**config.mk**
```make
export PLATFORM = sky130hd
export DESIGN_NAME = modbus_rtu_reply_frame_finder
export DESIGN_NICKNAME = d
export VERILOG_FILES = /design/src/rtl/core/mbrff_pkg.sv /design/src/rtl/core/modbus_rtu_reply_frame_finder.sv
export SDC_FILE = /design/constraint.sdc
export NUM_CORES = 1
export LEC_CHECK = 0
export BUFFER_PORTS_ARGS = -buffer_cell sky130_fd_sc_hd__buf_2
export CAP_MARGIN = 0
export CELL_PAD_IN_SITES_DETAIL_PLACEMENT = 0
export CELL_PAD_IN_SITES_GLOBAL_PLACEMENT = 1
export CORE_MARGIN = 3
export CORE_UTILIZATION = 53
export CTS_CLUSTER_SIZE = 30
export DETAILED_ROUTE_END_ITERATION = 6
export GPL_TIMING_DRIVEN = 0
export PLACE_DENSITY_LB_ADDON = 0.08
export SETUP_SLACK_MARGIN = 0.02
export SYNTH_ARGS = -nofsm -noshare
export SYNTH_HDL_FRONTEND = slang
export SYNTH_SLANG_ARGS = --single-unit
```
**constraint.sdc**
```tcl
create_clock -name clk_i -period 3.7 [get_ports clk_i]
set_input_delay 0.37 -clock clk_i [delete_from_list [all_inputs] [get_ports clk_i]]
set_output_delay 0.37 -clock clk_i [all_outputs]
set_load 0.01 [all_outputs]
```
**src/rtl/core/mbrff_pkg.sv**
```systemverilog
// Shared types, codes and the CRC-16/Modbus byte step for the Modbus RTU
// reply frame finder. No dependencies.
`default_nettype none

package mbrff_pkg;

  // Input item kinds, carried on the slave tuser
  typedef enum logic [1:0] {
    KIND_START   = 2'd0,
    KIND_BYTE    = 2'd1,
    KIND_TIMEOUT = 2'd2
  } kind_e;

  // Result status, carried on the master tuser
  localparam logic STATUS_FRAME = 1'b0;
  localparam logic STATUS_FAIL  = 1'b1;

  localparam logic [15:0] CRC_INIT = 16'hFFFF;
  localparam logic [15:0] CRC_POLY = 16'hA001;
  localparam logic [15:0] CRC_LSB  = 16'h0001;

  localparam logic [5:0] ALLOW_RESET = 6'd5;
  localparam int         LEN_MIN     = 4;
  localparam int         CMP_W       = 8;  // wide enough for held and length + allowance

  // One received byte through the reflected CRC-16 register
  function automatic logic [15:0] crc16_byte(input logic [15:0] crc, input logic [7:0] data);
    logic [15:0] c;
    c = crc ^ {8'h00, data};
    for (int b = 0; b < 8; b++) begin
      if ((c & CRC_LSB) != 16'h0000) begin
        c = (c >> 1) ^ CRC_POLY;
      end else begin
        c = c >> 1;
      end
    end
    return c;
  endfunction

endpackage

`default_nettype wire

```
**src/rtl/core/modbus_rtu_reply_frame_finder.sv**
```systemverilog
// Modbus RTU reply frame finder: receive buffer, window check sequencer with
// a shared byte-wide CRC-16 step, and a registered result stage.
// Depends on mbrff_pkg.
//
//   channel   dir  handshake                    payload
//   s_axis    in   s_axis_tvalid/s_axis_tready  tuser=kind, tdata=byte/expect fields
//   m_axis    out  m_axis_tvalid/m_axis_tready  tuser=status, tdata=frame_byte, tlast
//   cfg       in   cfg_we_i                     cfg_wdata_i=garbage_allowance
//
// Start and timeout transactions are handled in the idle state. A received
// byte runs address, function, CRC over length-2 bytes, trailer, then one
// frame byte out per free result slot when the window passes, stopping early
// on a mismatch; the single store read port makes these steps sequential.
// Reset clears all control state; the byte store holds no reset value.
// A stalled master side holds the sequencer while it emits a result; input
// is taken only when the sequencer is idle and the result register is free.
`default_nettype none

module modbus_rtu_reply_frame_finder #(
  parameter int MAX_FRAME   = 32,
  parameter int STORE_DEPTH = 64
) (
  input  wire logic        clk_i,
  input  wire logic        rst_ni,
  // configuration
  input  wire logic        cfg_we_i,
  input  wire logic [5:0]  cfg_wdata_i,
  // input stream
  input  wire logic        s_axis_tvalid,
  output logic             s_axis_tready,
  input  wire logic [31:0] s_axis_tdata,  // rx_byte[7:0], expect_address[15:8],
                                          // expect_function[23:16], expect_length[29:24]
  input  wire logic [1:0]  s_axis_tuser,  // kind[1:0]
  // result stream
  output logic             m_axis_tvalid,
  input  wire logic        m_axis_tready,
  output logic [7:0]       m_axis_tdata,  // frame_byte[7:0]
  output logic             m_axis_tuser,  // status[0]
  output logic             m_axis_tlast
);

  localparam int AW      = $clog2(STORE_DEPTH);
  localparam int CW      = $clog2(STORE_DEPTH + 1);
  localparam int LEN_CAP = (MAX_FRAME < STORE_DEPTH) ? MAX_FRAME : STORE_DEPTH;
  localparam int CMP_W   = mbrff_pkg::CMP_W;

  typedef enum logic [3:0] {
    S_IDLE,
    S_CHECK,
    S_ADDR,
    S_FUNC,
    S_CRC,
    S_LO,
    S_HI,
    S_EMIT,
    S_LIMIT
  } state_e;

  state_e state_q, state_d;

  logic [7:0]    byte_store [STORE_DEPTH];
  logic [7:0]    rdata_q;

  logic          hunting_q, hunting_d;
  logic [CW-1:0] held_q, held_d;
  logic [7:0]    want_addr_q, want_addr_d;
  logic [7:0]    want_func_q, want_func_d;
  logic [CW-1:0] want_len_q, want_len_d;
  logic [5:0]    allow_q;
  logic [AW-1:0] ptr_q, ptr_d;
  logic [AW-1:0] start_q, start_d;
  logic [CW-1:0] cnt_q, cnt_d;
  logic [15:0]   crc_q, crc_d;

  logic          out_valid_q, out_valid_d;
  logic [7:0]    out_byte_q, out_byte_d;
  logic          out_status_q, out_status_d;
  logic          out_last_q, out_last_d;

  logic          out_free;
  logic          in_acc;
  logic          store_wr;
  logic [6:0]    len_raw;
  logic [6:0]    len_sat;
  logic          at_limit;

  assign out_free      = !out_valid_q || m_axis_tready;
  assign s_axis_tready = (state_q == S_IDLE) && out_free;
  assign in_acc        = s_axis_tvalid && s_axis_tready;
  assign store_wr      = in_acc && (s_axis_tuser == mbrff_pkg::KIND_BYTE) && hunting_q &&
                         (held_q < CW'(STORE_DEPTH));

  assign m_axis_tvalid = out_valid_q;
  assign m_axis_tdata  = out_byte_q;
  assign m_axis_tuser  = out_status_q;
  assign m_axis_tlast  = out_last_q;

  // Requested length clamped to the supported range
  always_comb begin
    len_raw = {1'b0, s_axis_tdata[29:24]};
    len_sat = len_raw;
    if (len_raw > 7'(LEN_CAP)) begin
      len_sat = 7'(LEN_CAP);
    end
    if (len_raw < 7'(mbrff_pkg::LEN_MIN)) begin
      len_sat = 7'(mbrff_pkg::LEN_MIN);
    end
  end

  // Give-up test once the window is not available or did not match
  assign at_limit = (CMP_W'(held_q) >= (CMP_W'(want_len_q) + CMP_W'(allow_q))) ||
                    (held_q >= CW'(STORE_DEPTH));

  // Byte store: one write port, one registered read port addressed by ptr_d
  always_ff @(posedge clk_i) begin
    if (store_wr) begin
      byte_store[held_q[AW-1:0]] <= s_axis_tdata[7:0];
    end
    rdata_q <= byte_store[ptr_d];
  end

  // Sequencer next state
  always_comb begin
    state_d      = state_q;
    hunting_d    = hunting_q;
    held_d       = held_q;
    want_addr_d  = want_addr_q;
    want_func_d  = want_func_q;
    want_len_d   = want_len_q;
    ptr_d        = ptr_q;
    start_d      = start_q;
    cnt_d        = cnt_q;
    crc_d        = crc_q;
    out_valid_d  = out_valid_q && !m_axis_tready;
    out_byte_d   = out_byte_q;
    out_status_d = out_status_q;
    out_last_d   = out_last_q;

    case (state_q)
      S_IDLE: begin
        if (in_acc) begin
          case (s_axis_tuser)
            mbrff_pkg::KIND_START: begin
              want_addr_d = s_axis_tdata[15:8];
              want_func_d = s_axis_tdata[23:16];
              want_len_d  = CW'(len_sat);
              held_d      = '0;
              hunting_d   = 1'b1;
            end
            mbrff_pkg::KIND_BYTE: begin
              if (hunting_q) begin
                if (held_q < CW'(STORE_DEPTH)) begin
                  held_d = held_q + CW'(1);
                end
                state_d = S_CHECK;
              end
            end
            mbrff_pkg::KIND_TIMEOUT: begin
              if (hunting_q) begin
                hunting_d    = 1'b0;
                out_valid_d  = 1'b1;
                out_status_d = mbrff_pkg::STATUS_FAIL;
                out_byte_d   = 8'h00;
                out_last_d   = 1'b1;
              end
            end
            default: begin
            end
          endcase
        end
      end

      // Window available: point at its first byte; else go to the give-up test
      S_CHECK: begin
        if (held_q >= want_len_q) begin
          start_d = AW'(held_q - want_len_q);
          ptr_d   = AW'(held_q - want_len_q);
          state_d = S_ADDR;
        end else begin
          state_d = S_LIMIT;
        end
      end

      S_ADDR: begin
        if (rdata_q == want_addr_q) begin
          ptr_d   = ptr_q + AW'(1);
          state_d = S_FUNC;
        end else begin
          state_d = S_LIMIT;
        end
      end

      S_FUNC: begin
        if (rdata_q == want_func_q) begin
          ptr_d   = start_q;
          crc_d   = mbrff_pkg::CRC_INIT;
          cnt_d   = want_len_q - CW'(2);
          state_d = S_CRC;
        end else begin
          state_d = S_LIMIT;
        end
      end

      // One byte per cycle through the shared CRC step
      S_CRC: begin
        crc_d = mbrff_pkg::crc16_byte(crc_q, rdata_q);
        ptr_d = ptr_q + AW'(1);
        cnt_d = cnt_q - CW'(1);
        if (cnt_q == CW'(1)) begin
          state_d = S_LO;
        end
      end

      S_LO: begin
        if (rdata_q == crc_q[7:0]) begin
          ptr_d   = ptr_q + AW'(1);
          state_d = S_HI;
        end else begin
          state_d = S_LIMIT;
        end
      end

      S_HI: begin
        if (rdata_q == crc_q[15:8]) begin
          ptr_d   = start_q;
          cnt_d   = want_len_q;
          state_d = S_EMIT;
        end else begin
          state_d = S_LIMIT;
        end
      end

      // Frame bytes out, one per free result slot
      S_EMIT: begin
        if (out_free) begin
          out_valid_d  = 1'b1;
          out_status_d = mbrff_pkg::STATUS_FRAME;
          out_byte_d   = rdata_q;
          out_last_d   = (cnt_q == CW'(1));
          ptr_d        = ptr_q + AW'(1);
          cnt_d        = cnt_q - CW'(1);
          if (cnt_q == CW'(1)) begin
            hunting_d = 1'b0;
            state_d   = S_IDLE;
          end
        end
      end

      S_LIMIT: begin
        if (!at_limit) begin
          state_d = S_IDLE;
        end else if (out_free) begin
          out_valid_d  = 1'b1;
          out_status_d = mbrff_pkg::STATUS_FAIL;
          out_byte_d   = 8'h00;
          out_last_d   = 1'b1;
          hunting_d    = 1'b0;
          state_d      = S_IDLE;
        end
      end

      default: begin
        state_d = S_IDLE;
      end
    endcase
  end

  // State, control and result registers
  always_ff @(posedge clk_i or negedge rst_ni) begin
    if (!rst_ni) begin
      state_q      <= S_IDLE;
      hunting_q    <= 1'b0;
      held_q       <= '0;
      want_addr_q  <= 8'h00;
      want_func_q  <= 8'h00;
      want_len_q   <= CW'(mbrff_pkg::LEN_MIN);
      allow_q      <= mbrff_pkg::ALLOW_RESET;
      ptr_q        <= '0;
      start_q      <= '0;
      cnt_q        <= '0;
      crc_q        <= mbrff_pkg::CRC_INIT;
      out_valid_q  <= 1'b0;
      out_byte_q   <= 8'h00;
      out_status_q <= mbrff_pkg::STATUS_FRAME;
      out_last_q   <= 1'b0;
    end else begin
      state_q      <= state_d;
      hunting_q    <= hunting_d;
      held_q       <= held_d;
      want_addr_q  <= want_addr_d;
      want_func_q  <= want_func_d;
      want_len_q   <= want_len_d;
      if (cfg_we_i) begin
        allow_q <= cfg_wdata_i;
      end
      ptr_q        <= ptr_d;
      start_q      <= start_d;
      cnt_q        <= cnt_d;
      crc_q        <= crc_d;
      out_valid_q  <= out_valid_d;
      out_byte_q   <= out_byte_d;
      out_status_q <= out_status_d;
      out_last_q   <= out_last_d;
    end
  end

  // Checks on the sequencer
  a_held_bound: assert property (@(posedge clk_i) disable iff (!rst_ni)
    held_q <= CW'(STORE_DEPTH))
    else $error("bytes held beyond store depth");

  a_busy_hunting: assert property (@(posedge clk_i) disable iff (!rst_ni)
    (state_q != S_IDLE) |-> hunting_q)
    else $error("sequencer busy while not hunting");

  a_emit_end: assert property (@(posedge clk_i) disable iff (!rst_ni)
    (state_q == S_EMIT && out_free && cnt_q == CW'(1)) |=>
      (!hunting_q && m_axis_tvalid && m_axis_tlast && state_q == S_IDLE))
    else $error("frame run did not end cleanly");

  a_fail_last: assert property (@(posedge clk_i) disable iff (!rst_ni)
    (m_axis_tvalid && m_axis_tuser == mbrff_pkg::STATUS_FAIL) |->
      (m_axis_tlast && m_axis_tdata == 8'h00))
    else $error("failure result malformed");

endmodule

`default_nettype wire
```
# [Word-level counts from Yosys, hierarchy flattened]
# Memory sizes are Yosys's and may differ from the RTL's. A register that Yosys moved wholly into a read port is not among the register bits.
# Cells that the tools add are included.
# Widths: inputs -> output; s select.
[word_totals] reg_bits=86 ramBits=512 in_bits=45 output_inout_bits=12 memories=1
[mem_list] name="byte_store" depth=64 width=8 rd=1 rd_clocked_by_memory_dff=1 wr=1 line="modbus_rtu_reply_frame_finder.sv:61" text="logic [7:0] byte_store [STORE_DEPTH];"
[op_classes] addsub=6 order_cmp=6 eq_ne=30 mux=77 n_bitwise=9 reduce_logical=24
[ops] operator="$mux 16" n=16
[ops] operator="$mux 4" n=13
[ops] operator="$mux 6" n=8
[ops] operator="$mux 8" n=6
[ops] operator="$pmux 6 s7" n=1
[ops] operator="$pmux 4 s9" n=1
[ops] operator="$mux 7" n=5
[ops] operator="$eq 8x8->1" n=4
[ops] operator="$pmux 16 s2" n=1
[ops] operator="$pmux 7 s4" n=1
[ops] operator="$not 2->3" n=8
[ops] operator="$pmux 8 s3" n=1
[ops] operator="$reduce_and 7->1" n=3
[ops] operator="$ne 2x2->1 const B" n=10
[ops] operator="$mux 1" n=18
[ops] operator="$eq 4x3->1 const B" n=4
[ops] operator="$xor 16x8->16" n=1
[ops] operator="$pmux 7 s2" n=1
[ops] operator="$pmux 1 s3" n=4
[ops] operator="$eq 4x2->1 const B" n=2
[ops] operator="$add 6x6->7" n=1
[ops] operator="$add 7x1->7 const B" n=1
[ops] operator="$eq 7x1->1 const B" n=1
[ops] operator="$ge 7x6->1" n=1
[ops] operator="29 further kinds" n=40

# [Depth between registers and ports, before layout]
[logic_depth] depth_word=25 mapped_depth=17 ltp_nobuf=14

# [Worst setup path before layout]
# No wires, ideal clock.
[synth_path] kind="register to register" startpoint="register want_len_q[2]" endpoint="register rdata_q[0], read port of byte_store" setup_time_ps=142 arrival_time_ps=3202 path_slack_ps=356 path_stages_with_launch=16 period_less_slack_ps=3344 path_cell_list="dfstp_2 > inv_1 > ha_1 > a21o_1 > a31oi_1 > o21ai_1 > and2_1 > clkbuf_1 > a222oi_1 > o211ai_2 > buf_6 > buf_4 > a211oi_1 > a211oi_1 > o41ai_1 > o2111ai_1"
[synth_via] elab_chain_cells=3
[synth_rtl] item="from (decl)" line="modbus_rtu_reply_frame_finder.sv:68" text="logic [CW-1:0] want_len_q, want_len_d;"
[synth_rtl] item="from (signal assigned)" line="modbus_rtu_reply_frame_finder.sv:276" text="want_len_q <= CW'(mbrff_pkg::LEN_MIN);"
[synth_rtl] item="from (signal assigned)" line="modbus_rtu_reply_frame_finder.sv:292" text="want_len_q <= want_len_d;"
[synth_rtl] item="$sub 6x6->6 or $ge 7x6->1 (tied branches)" line="modbus_rtu_reply_frame_finder.sv:177, modbus_rtu_reply_frame_finder.sv:175"
[synth_rtl] item="$mux 6 (*)" line="modbus_rtu_reply_frame_finder.sv:175" text="if (held_q >= want_len_q) begin"
[synth_rtl] item="$pmux 6 s7 (*)" line="modbus_rtu_reply_frame_finder.sv:139" text="case (state_q)"
[synth_rtl] item="to (decl)" line="modbus_rtu_reply_frame_finder.sv:62" text="logic [7:0] rdata_q;"
# Every way passes the cells marked *; elsewhere a longest branch is shown, timed or not.
# A chain may end at the register's enable or synchronous reset.

# [Final worst setup path]
[layout_path] startpoint="register rdata_q[5], read port of byte_store" endpoint="register rdata_q[3], read port of byte_store"
[layout_via] elab_chain_cells=3
[layout_rtl] item="$eq 8x8->1, on equally long branches"
[layout_rtl] item="$mux 6, on equally long branches"
[layout_rtl] item="$pmux 6 s7 (*)" line="modbus_rtu_reply_frame_finder.sv:139"
# Marks and branches as above.

==> flow_metrics.tcl <==
set metrics [dict create \
    worstSkewPairLatency_ns 0.64 \
    period_minus_slack_ns 4.07 \
    port_buffers 52 \
    dp_hpwl_um 47200 \
    syn_nets 1947 \
    initial_core_util 0.542 \
    rows 80 \
    grt.overflow.total 0 \
    finalWirelength_um 75500 \
    drive_above_1_share 0.318 \
    htree_levels 2 \
    fp.dieW_um 228 \
    setup_tns_ns -2.28 \
    fin_skew_ns 0.0352 \
    crit_chain "buf_4 -> xor2_2 -> nor4_4 -> and3b_2 -> or2_1 -> buf_6 -> a21boi_2 -> buf_2 -> clkbuf_1 -> and3_1 -> a211oi_4 -> a211oi_4 -> o41ai_4 -> o2111ai_2" \
    clk_pin_slew_ns 0.06 \
    avgViaCountPerCell 6.24 \
    failed_checks "max-capacitance violations, max-slew violations, negative setup slack" \
    cp_slowest_stage_delay_ns 0.60 \
    yosysTopAreaCellShare 0.588 \
    critPathArrivalTime_ns 4.52 \
    yosysSeqAreaShare 0.677 \
    async_reset_ff_frac 0.142 \
    ant_nets 0 \
    tightest_slew_ns 1.62 \
    ys.flop_type "edfxtp_1" \
    gp_congestion 0.913 \
    path_common_cell "a211oi_4" \
    yosysWarnings 0 \
    synth_edf_count 512 \
    nets 2147 \
    place_area_um2 27300 \
    clock_sinks 606 \
    ir_worst_vdd_mv 0.541 \
    fin_crit_sh 1.10 \
    pin_count 57 \
    cts_made_buffers 61 \
    synth_common_cells "edfxtp_1 (512), a211oi_1 (255), and3_1 (132), mux2i_1 (131)" \
    critPathLaunchType "flip-flop" \
    drt_pass1_iterations 7 \
    cts-root-buf "clkbuf_16" \
    yosysMostFrequentCell "edfxtp_1" \
    synth_cell_type_count 74 \
    finalHoldViolations 0 \
    cts_tree "yes" \
    routedWlPerCell_um 27.2 \
    grt_start_max_net_pins 65 \
    slew_headroom -0.0803 \
    p_leak_uw 0.0116 \
    synthTopCellsByArea "edfxtp_1 (59%), a211oi_1 (7.3%), dfrtp_1 (6.4%)" \
    path_max_fanout 10 \
    cap_viol_max_count 3 \
    area_growth_pct 26.2 \
    rsz0062_at_grt "true" \
    path_class "reg -> reg" \
    finalMaxSlewViolations 18 \
    synth_area_per_cell_um2 14.0 \
    endpoint_kind "flip-flop" \
    synth-seq-cells 606 \
    antenna_found_initial 2 \
    grt_use_total 0.283 \
    die_height_um 228 \
    fin_area_um2 33000 \
    setup_violations 8 \
    status "finished with violations" \
    worst_ep_required_time_ns 4.15 \
    num_vias 17300 \
    critPathSlowestCell "o41ai_4" \
    powerDensity_nw_per_um2 976 \
    crit_family "compound AO/OA/AOI/OAI gates" \
    setup_slack_ns -0.369 \
    crit_buf_inv 4 \
    dieArea_um2 52100 \
    cts.path.max_buffers 3 \
    grt_pass1_wl_um 110000 \
    synth_area_leader_cell "edfxtp_1" \
    nFillCells 3325 \
    coreArea_um2 48200 \
    hp-class "in -> reg" \
    syn_area_um2 26200 \
    drt_iter0_markers 1832 \
    route.detailed.drc 0 \
    grt_pass1_vias 17000 \
    antenna_cells 0 \
    fmax_ghz 0.246 \
    synthCells 1872 \
]
-- worst min-delay path, delay by kind of cell --
family | cells | cell delay [ns]
simple gates | 1 | 0.07
buf+inv | 1 | 0.10
compound gates | 1 | 0.06
-- per-layer routing --
layer	GRT usage	up-vias	wire length (µm)
li1	-	7680	-
met1	0.395	8737	30400
met2	0.457	791	36300
met3	0.0430	135	6180
met4	0.101	2	2710
met5	0	-	13
-- layout by cell type, fill, tap and decap left out, types with 20 or more instances in the layout --
| cell type | netlist | final |
|---|---|---|
| edfxtp_1 | 512 | 512 |
| and3_1 | 132 | 130 |
| a211oi_1 | 255 | 130 |
| nand2_1 | 110 | 108 |
| a211oi_2 | 5 | 105 |
| mux2i_1 | 131 | 90 |
| buf_4 | 9 | 68 |
| buf_2 | 54 | 65 |
| dfrtp_1 | 67 | 64 |
| clkbuf_16 | 0 | 62 |
| nor2_4 | 0 | 52 |
| nor2_1 | 110 | 45 |
| o21ai_0 | 44 | 43 |
| clkbuf_1 | 63 | 43 |
| buf_12 | 0 | 28 |
| dlygate4sd3_1 | 0 | 26 |
| a211oi_4 | 0 | 25 |
| ha_1 | 28 | 23 |
| a21oi_1 | 21 | 21 |
| xor2_1 | 29 | 21 |
| mux2i_2 | 0 | 21 |
| mux2i_4 | 0 | 20 |
-- area by class of cell --
type                            instances  area [µm²]  share of cell area
Clock inverter                         39         377              0.0114
Multi-Input combinational cell       1104       10000               0.304
Sequential cell                       606       17700               0.536
Buffer                                133        1090              0.0330
Inverter                               23        97.6             0.00296
Clock buffer                           77        1610              0.0486
Tap cell                              656         821              0.0249
Timing Repair Buffer                  143        1270              0.0386
-- final timing paths --
path / startpoint / endpoint / slack [ns] / depth (start not counted)
max: rdata_q[5] / rdata_q[3] / -0.37 / 14
min: s_axis_tdata[28] / want_len_q[4] / 0.03 / 3
max reg2reg: rdata_q[5] / rdata_q[3] / -0.37 / 14
min reg2reg: start_q[4] / start_q[4] / 0.48 / 2
max in group asynchronous: rst_ni / crc_q[4] / 2.74 / 3
min in group asynchronous: rst_ni / cnt_q[5] / 0.29 / 2
-- registers in the layout, summed over array words and instances, names as in the netlist, 7 cells and up --
name / flops
byte_store: 512
crc_q: 16
m_axis_tdata: 8
rdata_q: 8
want_addr_q: 8
want_func_q: 8
cnt_q: 7
held_q: 7
-- cell families after synthesis --
group,after synthesis,share of synthesized area
XOR/XNOR,55,0.0184
multiplexers,137,0.0527
AND/OR/NAND/NOR,466,0.0908
AO/OA/AOI/OAI,416,0.117
buffers and inverters,162,0.0294
adder cells (fa/ha/maj),30,0.0149
flip-flops,606,0.677
-- stage by stage --
stage,hold WS (ns),total power [µW],std cells,util,setup slack [ns]
CTS,0.00760,30400,2745,0.657,-0.357
floorplan,0.0744,16600,1872,-,0.356
global placement,0.461,20500,2580,0.565,-1.69
global route,0.0684,33600,2781,0.685,-0.465
finish,0.0333,32200,2781,0.685,-0.369
detailed placement,0.378,20700,2581,0.565,-1.71
-- report_power, final --
group	internal, µW	leakage [µW]	switching (µW)
Clock	3440	0.000959	2660
Sequential	7970	0.00569	413
Combinational	7400	0.00496	10300
Total	18800	0.0116	13400
-- what timing repair did --
action                                  4_1_cts  5_1_grt
resized for setup                           412      217
gates cloned                                  3        1
hold buffers                                 26        0
endpoints found under the setup margin      473      509
pin swaps                                    57       69
setup buffers                                21       39
hold endpoints to repair                     58        0
No activity file was read; power rests on OpenSTA's default activity.
